`config.mk`:
```
export PLATFORM = sky130hd
export DESIGN_NAME = nibble_rle_bit_packer
export DESIGN_NICKNAME = d
export VERILOG_FILES = /design/src/sv/nrle_pkg.sv /design/src/sv/nrle_front.sv /design/src/sv/nrle_code_q.sv /design/src/sv/nrle_back.sv /design/src/sv/nibble_rle_bit_packer.sv
export SDC_FILE = /design/constraint.sdc
export NUM_CORES = 1
export LEC_CHECK = 0
export BUFFER_PORTS_ARGS = -buffer_cell sky130_fd_sc_hd__buf_2
export CORE_MARGIN = 2
export CORE_UTILIZATION = 50
export DETAILED_ROUTE_END_ITERATION = 12
export GPL_TIMING_DRIVEN = 0
export PLACE_DENSITY_LB_ADDON = 0.25
export SYNTH_ARGS = -nofsm -noshare
export SYNTH_HDL_FRONTEND = slang
export SYNTH_SLANG_ARGS = --single-unit
```
`constraint.sdc`:
```
create_clock -name i_clk -period 6.98 [get_ports i_clk]
set_input_delay 0.698 -clock i_clk [delete_from_list [all_inputs] [get_ports i_clk]]
set_output_delay 0.698 -clock i_clk [all_outputs]
set_load 0.005 [all_outputs]
```
`src/sv/nrle_pkg.sv`:
```
// Shared types, constants and the run code function of the nibble RLE bit packer.
package nrle_pkg;

    localparam int MAX_RUN = 33;
    localparam int RUN_W   = 6;
    localparam int TALLY_W = 24;
    localparam logic [TALLY_W-1:0] TALLY_MAX = '1;

    // bit accumulator: up to 7 leftover bits plus two 10-bit codes
    localparam int ACC_W  = 27;
    localparam int ACC_NW = 5;

    // both queues
    localparam int Q_DEPTH = 4;
    localparam int Q_AW    = 2;
    localparam int Q_CW    = 3;

    localparam logic [3:0] SINGLE_BITS = 4'd5;
    localparam logic [3:0] RUN_BITS    = 4'd10;

    typedef struct packed {
        logic [3:0] symbol;
        logic       final_symbol;
    } t_item;

    typedef struct packed {
        logic [7:0]         packed_byte;
        logic [3:0]         valid_bits;
        logic               stream_end;
        logic [TALLY_W-1:0] total_bits;
    } t_result;

    // one code request from front to back, right aligned bits
    typedef struct packed {
        logic [19:0] bits;
        logic [4:0]  nbits;
        logic        fin;
    } t_code;

    typedef struct packed {
        logic [9:0] code;
        logic [3:0] nbits;
    } t_rcode;

    function automatic t_rcode f_run_code(input logic [3:0] sym,
                                          input logic [RUN_W-1:0] len);
        t_rcode           r;
        logic [RUN_W-1:0] len_m2;
        len_m2 = len - RUN_W'(2);
        if (len <= RUN_W'(1)) begin
            r.code  = {5'd0, 1'b0, sym};
            r.nbits = SINGLE_BITS;
        end else begin
            r.code  = {1'b1, sym, len_m2[4:0]};
            r.nbits = RUN_BITS;
        end
        return r;
    endfunction

endpackage

```
`src/sv/nrle_front.sv`:
```
// Front end: run tracking and code request generation.
module nrle_front import nrle_pkg::*; (
    input  logic  i_clk,
    input  logic  i_rst_n,
    input  logic  i_push,
    input  t_item i_item,
    input  logic  i_q_full,
    output logic  o_full,
    output logic  o_wr,
    output t_code o_entry
);

    logic             r_open;
    logic [3:0]       r_sym;
    logic [RUN_W-1:0] r_len;

    logic             accept;
    logic             close;
    logic [3:0]       n_sym;
    logic [RUN_W-1:0] n_len;
    t_rcode           c1;
    t_rcode           c2;
    logic [19:0]      b1;
    logic [19:0]      b2;
    logic [3:0]       n1;
    logic [3:0]       n2;

    assign o_full = i_q_full;
    assign accept = i_push & ~i_q_full;

    always_comb begin
        close = 1'b0;
        n_sym = i_item.symbol;
        n_len = RUN_W'(1);
        if (r_open) begin
            if (i_item.symbol == r_sym && r_len < RUN_W'(MAX_RUN)) begin
                n_sym = r_sym;
                n_len = r_len + RUN_W'(1);
            end else begin
                close = 1'b1;
            end
        end
    end

    assign c1 = f_run_code(r_sym, r_len);
    assign c2 = f_run_code(n_sym, n_len);

    always_comb begin
        b1 = close ? {10'd0, c1.code} : '0;
        n1 = close ? c1.nbits : 4'd0;
        b2 = i_item.final_symbol ? {10'd0, c2.code} : '0;
        n2 = i_item.final_symbol ? c2.nbits : 4'd0;
        o_entry.bits  = (b1 << n2) | b2;
        o_entry.nbits = {1'b0, n1} + {1'b0, n2};
        o_entry.fin   = i_item.final_symbol;
    end

    assign o_wr = accept & (close | i_item.final_symbol);

    always_ff @(posedge i_clk) begin
        if (!i_rst_n) begin
            r_open <= 1'b0;
            r_sym  <= '0;
            r_len  <= '0;
        end else if (accept) begin
            if (i_item.final_symbol) begin
                r_open <= 1'b0;
                r_sym  <= '0;
                r_len  <= '0;
            end else begin
                r_open <= 1'b1;
                r_sym  <= n_sym;
                r_len  <= n_len;
            end
        end
    end

`ifndef SYNTHESIS
    a_run_len: assert property (@(posedge i_clk) disable iff (!i_rst_n)
        r_open |-> (r_len != '0 && r_len <= RUN_W'(MAX_RUN)))
        else $error("open run has bad length");
`endif

endmodule

```
`src/sv/nrle_code_q.sv`:
```
// Short queue of code requests between front and back.
module nrle_code_q import nrle_pkg::*; (
    input  logic  i_clk,
    input  logic  i_rst_n,
    input  logic  i_wr,
    input  t_code i_entry,
    output logic  o_full,
    output logic  o_vld,
    output t_code o_head,
    input  logic  i_rd
);

    t_code           r_mem [Q_DEPTH];
    logic [Q_AW-1:0] r_wp;
    logic [Q_AW-1:0] r_rp;
    logic [Q_CW-1:0] r_cnt;

    assign o_full = (r_cnt == Q_CW'(Q_DEPTH));
    assign o_vld  = (r_cnt != '0);
    assign o_head = r_mem[r_rp];

    always_ff @(posedge i_clk) begin
        if (i_wr) begin
            r_mem[r_wp] <= i_entry;
        end
    end

    always_ff @(posedge i_clk) begin
        if (!i_rst_n) begin
            r_wp  <= '0;
            r_rp  <= '0;
            r_cnt <= '0;
        end else begin
            if (i_wr) begin
                r_wp <= r_wp + Q_AW'(1);
            end
            if (i_rd) begin
                r_rp <= r_rp + Q_AW'(1);
            end
            r_cnt <= r_cnt + Q_CW'(i_wr) - Q_CW'(i_rd);
        end
    end

`ifndef SYNTHESIS
    a_no_underflow: assert property (@(posedge i_clk) disable iff (!i_rst_n)
        i_rd |-> r_cnt != '0)
        else $error("code queue read while empty");
    a_no_overflow: assert property (@(posedge i_clk) disable iff (!i_rst_n)
        i_wr |-> (r_cnt != Q_CW'(Q_DEPTH) || i_rd))
        else $error("code queue written while full");
`endif

endmodule

```
`src/sv/nrle_back.sv`:
```
// Back end: bit accumulator, byte emission, tally and result queue.
module nrle_back import nrle_pkg::*; (
    input  logic    i_clk,
    input  logic    i_rst_n,
    input  logic    i_cq_vld,
    input  t_code   i_cq_head,
    output logic    o_cq_rd,
    input  logic    i_pop,
    output logic    o_empty,
    output t_result o_result
);

    logic [ACC_W-1:0]   r_acc;
    logic [ACC_NW-1:0]  r_acc_n;
    logic               r_flush;
    logic [TALLY_W-1:0] r_tally;

    t_result            r_oq [Q_DEPTH];
    logic [Q_AW-1:0]    r_owp;
    logic [Q_AW-1:0]    r_orp;
    logic [Q_CW-1:0]    r_ocnt;

    logic               oq_full;
    logic               out_rd;
    logic               full_byte;
    logic               emit;
    logic               emit_last;
    logic [ACC_W-1:0]   sh_full;
    logic [ACC_W-1:0]   sh_part;
    t_result            res;
    logic [ACC_NW-1:0]  n_after;
    logic               flush_after;
    logic [TALLY_W-1:0] tally_after;
    logic               load;
    logic [TALLY_W:0]   tally_sum;

    assign oq_full   = (r_ocnt == Q_CW'(Q_DEPTH));
    assign o_empty   = (r_ocnt == '0);
    assign o_result  = r_oq[r_orp];
    assign out_rd    = i_pop & ~o_empty;

    assign full_byte = (r_acc_n >= ACC_NW'(8));
    assign emit      = ~oq_full & (full_byte | (r_flush & (r_acc_n != '0)));
    assign emit_last = emit & r_flush & (r_acc_n <= ACC_NW'(8));

    assign sh_full = r_acc >> (r_acc_n - ACC_NW'(8));
    assign sh_part = r_acc << (ACC_NW'(8) - r_acc_n);

    always_comb begin
        res.packed_byte = full_byte ? sh_full[7:0] : sh_part[7:0];
        res.valid_bits  = full_byte ? 4'd8 : r_acc_n[3:0];
        res.stream_end  = emit_last;
        res.total_bits  = emit_last ? r_tally : '0;
    end

    always_comb begin
        n_after = r_acc_n;
        if (emit) begin
            n_after = full_byte ? (r_acc_n - ACC_NW'(8)) : '0;
        end
    end

    assign flush_after = r_flush & ~emit_last;
    assign tally_after = emit_last ? '0 : r_tally;
    assign load        = i_cq_vld & ~flush_after & (n_after < ACC_NW'(8));
    assign o_cq_rd     = load;
    assign tally_sum   = {1'b0, tally_after} + (TALLY_W+1)'(i_cq_head.nbits);

    always_ff @(posedge i_clk) begin
        if (load) begin
            r_acc <= (r_acc << i_cq_head.nbits) | ACC_W'(i_cq_head.bits);
        end
        if (emit) begin
            r_oq[r_owp] <= res;
        end
    end

    always_ff @(posedge i_clk) begin
        if (!i_rst_n) begin
            r_acc_n <= '0;
            r_flush <= 1'b0;
            r_tally <= '0;
            r_owp   <= '0;
            r_orp   <= '0;
            r_ocnt  <= '0;
        end else begin
            if (load) begin
                r_acc_n <= n_after + i_cq_head.nbits;
                r_flush <= i_cq_head.fin;
                r_tally <= tally_sum[TALLY_W] ? TALLY_MAX : tally_sum[TALLY_W-1:0];
            end else begin
                r_acc_n <= n_after;
                r_flush <= flush_after;
                r_tally <= tally_after;
            end
            if (emit) begin
                r_owp <= r_owp + Q_AW'(1);
            end
            if (out_rd) begin
                r_orp <= r_orp + Q_AW'(1);
            end
            r_ocnt <= r_ocnt + Q_CW'(emit) - Q_CW'(out_rd);
        end
    end

`ifndef SYNTHESIS
    a_acc_fits: assert property (@(posedge i_clk) disable iff (!i_rst_n)
        r_acc_n <= ACC_NW'(ACC_W))
        else $error("accumulator overrun");
    a_flush_has_bits: assert property (@(posedge i_clk) disable iff (!i_rst_n)
        r_flush |-> r_acc_n != '0)
        else $error("flush pending with no bits");
`endif

endmodule

```
`src/sv/nibble_rle_bit_packer.sv`:
```
// Top level of the nibble RLE bit packer: front, code queue and back.
//
//  channel  | dir | handshake            | payload
//  ---------+-----+----------------------+-------------------------------------
//  input    | in  | push / full          | i_item   (symbol, final_symbol)
//  result   | out | empty / pop          | o_result (packed_byte, valid_bits,
//           |     |                      |           stream_end, total_bits)
//
//  One symbol is taken per cycle while full is low; full rises only when the
//  4-entry code queue between front and back is full.
//  The back end emits up to one byte per cycle unless the result queue is full, and
//  loads one code request per cycle while under 8 bits wait and no flush
//  is pending; requests pass the code queue, accumulator and result queue.
//  A result waiting in the 4-entry result queue does not stop intake until
//  both queues back up.
//  Synchronous active-low reset clears run state, accumulator bit count,
//  tally and queue pointers; accumulator and queue contents are not reset.
module nibble_rle_bit_packer import nrle_pkg::*; (
    input  logic    i_clk,
    input  logic    i_rst_n,
    input  logic    push,
    output logic    full,
    input  t_item   i_item,
    output logic    empty,
    input  logic    pop,
    output t_result o_result
);

    logic  cq_full;
    logic  cq_wr;
    t_code cq_in;
    logic  cq_vld;
    t_code cq_head;
    logic  cq_rd;

    // front: tracks the open run, turns closed and final runs into code requests
    nrle_front u_front (
        .i_clk    (i_clk),
        .i_rst_n  (i_rst_n),
        .i_push   (push),
        .i_item   (i_item),
        .i_q_full (cq_full),
        .o_full   (full),
        .o_wr     (cq_wr),
        .o_entry  (cq_in)
    );

    // decouples symbol intake from byte emission
    nrle_code_q u_code_q (
        .i_clk   (i_clk),
        .i_rst_n (i_rst_n),
        .i_wr    (cq_wr),
        .i_entry (cq_in),
        .o_full  (cq_full),
        .o_vld   (cq_vld),
        .o_head  (cq_head),
        .i_rd    (cq_rd)
    );

    // back: packs code bits MSB-first, flushes the last byte with the tally
    nrle_back u_back (
        .i_clk     (i_clk),
        .i_rst_n   (i_rst_n),
        .i_cq_vld  (cq_vld),
        .i_cq_head (cq_head),
        .o_cq_rd   (cq_rd),
        .i_pop     (pop),
        .o_empty   (empty),
        .o_result  (o_result)
    );

endmodule
```
==> reports/results.ini, run 1 <==
[timing]
period_share_pct = 74.5
tns_ns = 0
slew_headroom_pct = 12.1
worst_pin_slew_ns = 1.32
finalHoldViolCount = 0
setup_viol = 0
rsz0062_at_grt = false
fin_worst_skew_ns = 0.00969
period_minus_slack_ns = 5.20
drv_slew = 0
max_freq_mhz = 192

[clock_tree]
clock_path_buffers = 3
cts_hold_buf = 0
worstSkewPairLatency_ns = 0.52
cts-resized-gates = 0
cts_tree = built
clk_pin_slew_ns = 0.06
root_buffer = clkbuf_16
htree_levels = 2
numCtsBuffers = 38
postCtsSetupBuffers = 0
clock_sinks = 338

[setup_path]
cpMostUsedCell = buf_2
crit_buf_inv = 8
worstPathArrival_ns = 5.64
cpMaxStageDelayCell = nor4_1
slowest_delay_ns = 0.49
critPathTopFamily = buffers and inverters
end_kind = flop
r2r_end = u_back.r_tally[19]
r2r_slack_ns = 1.78
crit_type = reg2reg
rr_worst_depth = 20
crit_chain = buf_2 > buf_2 > buf_2 > buf_2 > inv_1 > ha_1 > buf_4 > nor3b_1 > o21ai_1 > nand3_1 > clkbuf_1 > and2_1 > ha_1 > o21ai_0 > o21bai_1 > nand3_1 > nor4_1 > nand3_1 > clkbuf_1 > a31oi_1
critical_path.startpoint_type = flop
crit_required_ns = 7.42
rr_startpoint = u_back.r_acc_n[1]
cp_max_fo = 10

[synth]
synth-adder-area-share_pct = 2.90
ys_async_sr_fraction_pct = 0
synth_top_family_by_area = multiplexers
synth-compound-area-share_pct = 9.04
synthMuxAreaShare_pct = 16.4
ys_seq_area_share_pct = 56.8
synth_enable_flop_cells = 279
synth_area_sq_mm = 0.0168
synth_cells = 1251
yosys.area_share.xor_xnor_pct = 2.03
syn_avg_cell_area_sq_um = 13.4
synth_top_area_share_pct = 49.8
synth-simple-area-share_pct = 9.84
synth_area_leader_cell = edfxtp_1
synth_top_cells_by_area = edfxtp_1, mux4_2, dfxtp_1
synth-warning-count = 0
synthFlopType = edfxtp_1
ys_ff_latch = 338
synth.distinct_cells = 84

[die]
die_height_microns = 187
fp.dieW_microns = 187
rows = 67
io_pins = 48
start_util_pct = 50.4
core_sq_mm = 0.0334
dieArea_sq_mm = 0.0351

[routing]
vias_per_cell = 5.89
drc = 0
drt-total-wl_microns = 38400
drtPass1Iterations = 6
drtAntennaViolNets = 0
wl_per_cell_microns = 20.9
num_vias = 10800
drt-initial-drc-count = 747

[global_route]
grt_max_degree = 36
grt_usage_pct = 22.1
grt_pass1_wl_microns = 60900
grt_pass1_vias = 10700
antenna_found_initial = 0
grt_overflow = 0

[placed_design]
hpwlAfterDp_microns = 27000
place_congestion = 0.950
numPortBuffers = 47

[min_path]
hold_path_end = u_code_q.r_mem[2][0]
min_path_cells = 1
hold_class = in2reg
hp-start = i_item[0]

[flow_run]
max_cap_violations = 0

[finish]
final_layout_size_suffix_gt1_share_pct = 19.1
fill_cells = 2754
layout_common_cells = edfxtp_1, mux2i_1, nor2_1, nand2_1, mux4_2
fin_nets = 1407
diodes = 0
final_common_cell = edfxtp_1
syn_to_final_growth_pct = 12.7

[power_and_ir_drop]
p_per_area_mw_per_mm2 = 432
peakVddDrop_mv = 0.274
leakage_nw = 6.76
power_mw = 8.18

[status]
status = completed

-- power by group --
part	internal (mW)	leakage, nW	switching [mW]
Clock	1.09	0.553	0.771
Sequential	2.76	3.15	0.246
Combinational	1.38	3.05	1.93
-- stage by stage --
stage                     instances  instance area [sq um]  util (%)  setup slack (ns)  hold slack [ns]
after floorplan                1270                  16900         -              2.92            0.459
after global placement         1765                  17700      53.0              1.88            0.483
after detailed placement       1769                  17800      53.3              1.91            0.489
after CTS                      1837                  18900      56.8              1.87            0.403
after global routing           1838                  19000      56.8              1.29            0.406
final                          1838                  19000      56.8              1.78            0.417
-- final cells by class --
type,instances,area (sq um),area share (%)
clock buffer,56,1050,5.54
clock inverter,12,110,0.581
tap,448,561,2.96
multi-input combinational,821,6850,36.1
timing repair buffer,52,343,1.81
buffer,71,335,1.77
inverter,40,155,0.818
sequential,338,9560,50.4
-- cell families after synthesis --
family | after synthesis
xor gates and xnor gates | 39
DFF | 338
and+or+nand+nor | 323
AOI/OAI and AO/OA | 221
buffers and inverters | 111
other | 1
adders and majority gates | 36
muxes | 182
-- state kept, by name, indices dropped and copies added, names as in the netlist, 3 cells and up, named ones only --
signal,count
u_code_q.r_cnt,3
u_back.r_acc,27
u_back.r_oq,148
u_code_q.r_mem,104
u_back.r_ocnt,3
u_front.r_len,6
u_back.r_tally,24
u_front.r_sym,4
u_back.r_acc_n,5
-- metal layers --
layer | track usage [%] | wire length, microns | vias up
li1 | - | - | 5036
met1 | 30.7 | 17000 | 5403
met2 | 36.6 | 18600 | 308
met3 | 2.80 | 1770 | 70
met4 | 6.90 | 1030 | 0
met5 | 0 | 0 | -
-- synthesized netlist by cell type, types with 5 or more instances --
library cell  count
a211oi_1         13
a21o_1            9
a21oi_1          56
a221o_1           5
a22oi_1           8
a31oi_1          15
and2_1           49
and3_1           14
buf_1            10
buf_2            18
buf_6             5
clkbuf_1         35
dfxtp_1          59
edfxtp_1        279
fa_1              5
ha_1             31
inv_1            33
mux2_2           29
mux2i_1          80
mux4_2           72
nand2_1          75
nand2b_1          8
nand3_1          25
nand4_1           8
nor2_1           78
nor2b_1          10
nor3_1           15
nor4_1           10
o211ai_1          9
o21ai_0          32
o21ai_1           5
o21bai_1         11
o221a_2           7
o221ai_1          5
o31ai_1           5
or3_1             7
xnor2_1          21
xor2_1           18
-- worst max path at each step --
| stage | from | end | slack, ns | depth (start not counted) |
|---|---|---|---|---|
| final | u_back.r_acc_n[1] | u_back.r_tally[19] | 1.78 | 20 |
| after global placement | u_back.r_acc_n[1] | u_back.r_tally[8] | 1.88 | 20 |
| after CTS | u_back.r_acc_n[1] | u_back.r_tally[19] | 1.87 | 20 |
| after global routing | u_back.r_acc_n[1] | u_back.r_tally[19] | 1.29 | 20 |
| after floorplan | u_back.r_acc_n[1] | u_back.r_tally[1] | 2.92 | 19 |
| after detailed placement | u_back.r_acc_n[1] | u_back.r_tally[19] | 1.91 | 20 |
(Power assumes the default switching activity.)
==> inputs of run 2 (changes only) <==
==> constraint.sdc (replaced) <==
create_clock -name i_clk -period 5.15 [get_ports i_clk]
set_input_delay 0.515 -clock i_clk [delete_from_list [all_inputs] [get_ports i_clk]]
set_output_delay 0.515 -clock i_clk [all_outputs]
set_load 0.005 [all_outputs]
==> reports/results.ini, run 2 (synthesis results as in run 1) <==
[routing]
wl_per_cell_microns = 20.9  ; about the same
vias_per_cell = 5.87  ; -0.23%
drt-initial-drc-count = 699  ; -6.4%
drtPass1Iterations = 5  ; -1
drt-total-wl_microns = 38400  ; about the same
drtAntennaViolNets = 0  ; unchanged
drc = 0  ; unchanged
num_vias = 10800  ; -0.23%

[clock_tree]
clock_path_buffers = 3  ; unchanged
clock_sinks = 338  ; unchanged
worstSkewPairLatency_ns = 0.52  ; about the same
htree_levels = 2  ; unchanged
clk_pin_slew_ns = 0.06  ; about the same
cts_tree = built
cts_hold_buf = 0  ; unchanged
root_buffer = clkbuf_16
numCtsBuffers = 38  ; unchanged

[global_route]
antenna_found_initial = 0  ; unchanged
grt_max_degree = 36  ; unchanged
grt_pass1_wl_microns = 60900  ; unchanged
grt_pass1_vias = 10700  ; unchanged
grt_overflow = 0  ; unchanged
grt_usage_pct = 22.1  ; unchanged

[die]
core_sq_mm = 0.0334  ; unchanged
io_pins = 48  ; unchanged
die_height_microns = 187  ; unchanged
start_util_pct = 50.4  ; unchanged
fp.dieW_microns = 187  ; unchanged
rows = 67  ; unchanged
dieArea_sq_mm = 0.0351  ; unchanged

[setup_path]
critical_path.startpoint_type = flop
critPathTopFamily = buffers and inverters
crit_type = reg2reg
slowest_delay_ns = 0.33  ; -0.16 ns
end_kind = flop
cpMaxStageDelayCell = ha_1
worstPathArrival_ns = 5.20  ; -0.44 ns
crit_required_ns = 5.59  ; -1.83 ns
cpMostUsedCell = nand3_1
cp_max_fo = 10  ; unchanged
crit_buf_inv = 8  ; unchanged
crit_chain = buf_2 > clkbuf_4 > clkbuf_4 > buf_2 > inv_1 > ha_1 > buf_4 > nor3b_1 > o21ai_1 > nand3_1 > clkbuf_2 > and2_1 > ha_1 > o21ai_0 > o21bai_1 > nand3_1 > nor4_4 > nand3_1 > clkbuf_2 > a31oi_1

[finish]
final_layout_size_suffix_gt1_share_pct = 19.4  ; +0.22 points
largest_reg_flops = 148  ; unchanged
top_register = u_back.r_oq
diodes = 0  ; unchanged
syn_to_final_growth_pct = 12.9
fin_nets = 1407  ; unchanged
reg_top3 = u_back.r_oq: 148 flops, u_code_q.r_mem: 104 flops, u_back.r_acc: 27 flops
layout_common_cells = edfxtp_1, mux2i_1, nor2_1, nand2_1, mux4_2
final_common_cell = edfxtp_1

[placed_design]
dp_worst_setup_slack_ns = 0.0794  ; -1.83 ns
place_congestion = 0.950  ; unchanged
numPortBuffers = 47  ; unchanged
hpwlAfterDp_microns = 27000  ; unchanged

[timing]
period_share_pct = 92.5  ; +18 points
drv_slew = 0  ; unchanged
fin_worst_skew_ns = 0.0104  ; +0.000672 ns
tns_ns = 0  ; unchanged
worst_pin_slew_ns = 1.31  ; -0.00659 ns
slew_headroom_pct = 12.5  ; +0.44 points
period_minus_slack_ns = 4.76  ; -0.435 ns
setup_viol = 0  ; unchanged
finalWorstSetupSlack_ns = 0.388  ; -1.39 ns
rsz0062_at_grt = false
max_freq_mhz = 210  ; +9.1%
finalHoldViolCount = 0  ; unchanged

[status]
status = completed

[power_and_ir_drop]
leakage_nw = 6.76  ; about the same
peakVddDrop_mv = 0.372  ; +35%
p_per_area_mw_per_mm2 = 584  ; +35%

[min_path]
hold_class = in2reg

[flow_run]
max_cap_violations = 0  ; unchanged

## run 2: power breakdown
part / total, mW / switching [mW] / internal [mW]
combinational: 4.49 / 2.62 / 1.88
sequential: 4.08 / 0.333 / 3.75
clock: 2.52 / 1.05 / 1.47
## run 2: worst paths after layout
path / start / slack (ns) / end / depth (start not counted)
max reg2reg: u_back.r_acc_n[1] / 0.39 / u_back.r_tally[19] / 20
min reg2reg: u_code_q.r_rp[1] / 0.50 / flop / 2
min: i_item[0] / 0.23 / u_code_q.r_mem[2][0] / 1
max: u_back.r_acc_n[1] / 0.39 / u_back.r_tally[19] / 20
## run 2: layer usage
metal	wire length, microns	track usage (%)
met5	0	0
met3	1690	2.80
met2	18500	36.6
met4	1000	6.90
met1	17300	30.7
## run 2: cell type report
type | instances | area (sq um)
Fill cell | 2751 | 14400
Tap cell | 448 | 561
Clock inverter | 12 | 110
Timing Repair Buffer | 52 | 343
Buffer | 71 | 343
Inverter | 40 | 155
Multi-Input combinational cell | 821 | 6870
Clock buffer | 56 | 1050
Sequential cell | 338 | 9560
## run 2: per-stage QoR
stage	cell area, sq um	power [mW]	std cells	hold slack, ns	util (%)
3_5_place_dp	17800	8.59	1769	0.489	53.3
5_1_grt	19000	11.7	1838	0.223	56.9
6_report	19000	11.1	1838	0.231	56.9
4_1_cts	18900	11.1	1837	0.220	56.8
3_3_place_gp	17700	8.49	1765	0.483	53.0
2_1_floorplan	16900	7.18	1270	0.459	-
## run 2: timing repair
item	in CTS	in global routing
gates resized for setup	0	8
setup buffers	0	0
setup endpoints to repair	0	18
==> inputs of run 3 (changes only) <==
--- a/config.mk
+++ b/config.mk
@@ -6,11 +6,11 @@
 export NUM_CORES = 1
 export LEC_CHECK = 0
 export BUFFER_PORTS_ARGS = -buffer_cell sky130_fd_sc_hd__buf_2
+export CORE_ASPECT_RATIO = 0.5
 export CORE_MARGIN = 2
 export CORE_UTILIZATION = 50
 export DETAILED_ROUTE_END_ITERATION = 12
-export GPL_TIMING_DRIVEN = 0
-export PLACE_DENSITY_LB_ADDON = 0.25
+export PLACE_DENSITY = 0.66
 export SYNTH_ARGS = -nofsm -noshare
 export SYNTH_HDL_FRONTEND = slang
 export SYNTH_SLANG_ARGS = --single-unit
==> reports/results.ini, run 3 (synthesis results as in run 1) <==
[timing]
whs_ns = 0.392  ; +0.162 ns
tns_ns = 0  ; unchanged
fin_worst_skew_ns = 0.0135  ; +0.00313 ns
finalHoldViolCount = 0  ; unchanged
period_share_pct = 82.7  ; -9.8 points
drv_slew = 0  ; unchanged
setup_viol = 0  ; unchanged
period_minus_slack_ns = 4.26  ; -0.503 ns
max_freq_mhz = 235  ; +12%
rsz0062_at_grt = false
worst_pin_slew_ns = 1.06  ; -0.253 ns
slew_headroom_pct = 29.4  ; +17 points

[finish]
diodes = 0  ; unchanged
top_register = u_back.r_oq
reg_top3 = u_back.r_oq: 148 flops, u_code_q.r_mem: 104 flops, u_back.r_acc: 27 flops
final_common_cell = edfxtp_1
layout_common_cells = edfxtp_1, mux2i_1, nor2_1, nand2_1, mux4_2
largest_reg_flops = 148  ; unchanged
syn_to_final_growth_pct = 9.50
final_cell_area_sq_mm = 0.0184  ; -3.0%
final_layout_size_suffix_gt1_share_pct = 18.8  ; -0.55 points
fill_cells = 2669  ; -3.0%
layoutNonFillerInstCount = 1760  ; -4.2%
fin_nets = 1342  ; -4.6%

[global_route]
grt_pass1_vias = 10500  ; -1.9%
grt_usage_pct = 20.9  ; -1.2 points
antenna_found_initial = 0  ; unchanged
grt_overflow = 0  ; unchanged
grt_pass1_wl_microns = 58300  ; -4.2%
grt_max_degree = 38  ; +5.6%

[setup_path]
crit_required_ns = 5.62  ; +0.03 ns
cpMostUsedCell = nand3_1
crit_type = reg2reg
crit_chain = clkinv_1 > buf_4 > ha_1 > nor3b_1 > o21ai_1 > nand3_1 > buf_4 > and2_1 > ha_1 > fa_1 > a211oi_1 > o21bai_1 > nand3_1 > nor4_1 > nand3_1 > a31oi_1
critPathTopFamily = simple AND/OR/NAND/NOR gates
worstPathArrival_ns = 4.73  ; -0.47 ns
crit_buf_inv = 3  ; -5
critical_path.startpoint_type = flop
cpMaxStageDelayCell = nor4_1
cp_max_fo = 16  ; +6
slowest_delay_ns = 0.50  ; +0.17 ns
end_kind = flop

[power_and_ir_drop]
power_frac_clock_pct = 20.2  ; -2.5 points
comb_power_share_pct = 40.5  ; about the same
switchingPower_mw = 3.84  ; -4.0%
seq_power_share_pct = 39.4  ; +2.6 points
p_sw_share_pct = 36.3  ; +0.31 points
power_mw = 10.6  ; -4.8%
p_per_area_mw_per_mm2 = 573  ; -1.9%
internal_power_mw = 6.72  ; -5.2%
peakVddDrop_mv = 0.287  ; -23%
leakage_nw = 6.53  ; -3.4%

[placed_design]
place_congestion = 0.943  ; -0.74%
numPortBuffers = 47  ; unchanged
dp.cells = 1707  ; -3.5%
dpl-instance-area_sq_mm = 0.0175  ; -1.5%
hpwlAfterDp_microns = 24600  ; -8.8%

[min_path]
hold_class = in2reg

[flow_run]
max_cap_violations = 0  ; unchanged

[routing]
wl_per_cell_microns = 20.7  ; -1.1%
drtAntennaViolNets = 0  ; unchanged
drc = 0  ; unchanged
vias_per_cell = 5.96  ; +1.5%
num_vias = 10500  ; -2.8%
drtPass1Iterations = 6  ; +1
drt-initial-drc-count = 1008  ; +44%
drt-total-wl_microns = 36400  ; -5.3%

[clock_tree]
clock_sinks = 338  ; unchanged
cts_tree = built
numCtsBuffers = 29  ; -24%
worstSkewPairLatency_ns = 0.56  ; +0.04 ns
clock_path_buffers = 3  ; unchanged
clk_pin_slew_ns = 0.07  ; about the same
root_buffer = clkbuf_16
cts-resized-gates = 0  ; unchanged
cts_hold_buf = 0  ; unchanged
postCtsSetupBuffers = 0  ; unchanged
htree_levels = 1  ; -1

[die]
io_pins = 48  ; unchanged
dieArea_sq_mm = 0.0352  ; +0.25%
core_sq_mm = 0.0331  ; -0.77%
fp.dieW_microns = 263  ; +41%
start_util_pct = 50.8  ; +0.39 points
die_height_microns = 134  ; -29%
rows = 47  ; -30%

[status]
status = completed

==> run 3: final timing paths <==
path                      from                end  slack [ns]  depth (start not counted)
max          u_back.r_acc_n[0]  u_back.r_tally[7]        0.89                         16
min                  i_item[4]   u_front.r_sym[3]        0.39                          4
max reg2reg  u_back.r_acc_n[0]  u_back.r_tally[7]        0.89                         16
min reg2reg   u_code_q.r_rp[1]               flop        0.51                          2
==> run 3: through the flow <==
step                setup WS, ns  utilization (%)
floorplan                   1.09                -
global placement            1.20             52.9
detailed placement         0.954             52.9
CTS                        0.896             55.6
global route               0.500             55.6
finish                     0.892             55.6
==> run 3: tightest hold or removal path: cells and delay by family <==
kind | cells | cell delay (ns)
and+or+nand+nor | 2 | 0.22
buffers and inverters | 1 | 0.13
AOI/OAI and AO/OA | 1 | 0.04
==> run 3: metal layers <==
layer	vias up	track usage, %	routed length (microns)
li1	4887	-	-
met1	5265	29.8	16900
met2	277	34.6	17200
met3	57	2.85	1540
met4	0	4.86	735
met5	-	0	0
==> run 3: area by class of cell <==
| cell class | instances | area [sq um] | share of cell area [%] |
|---|---|---|---|
| clock inverter | 17 | 138 | 0.747 |
| sequential | 338 | 9560 | 51.9 |
| inverter | 40 | 155 | 0.842 |
| tap | 441 | 552 | 3.00 |
| timing repair buffer | 67 | 385 | 2.09 |
| multi-input combinational | 821 | 6850 | 37.2 |
| clock buffer | 36 | 782 | 4.24 |
==> run 3: power groups by stage <==
stage	clock (mW)	sequential [mW]	combinational [mW]
CTS	2.18	4.15	4.27
global placement	0	4.17	4.22
detailed placement	0	4.21	4.24
floorplan	0	3.99	3.19
global route	2.27	4.22	4.68
finish	2.13	4.16	4.28
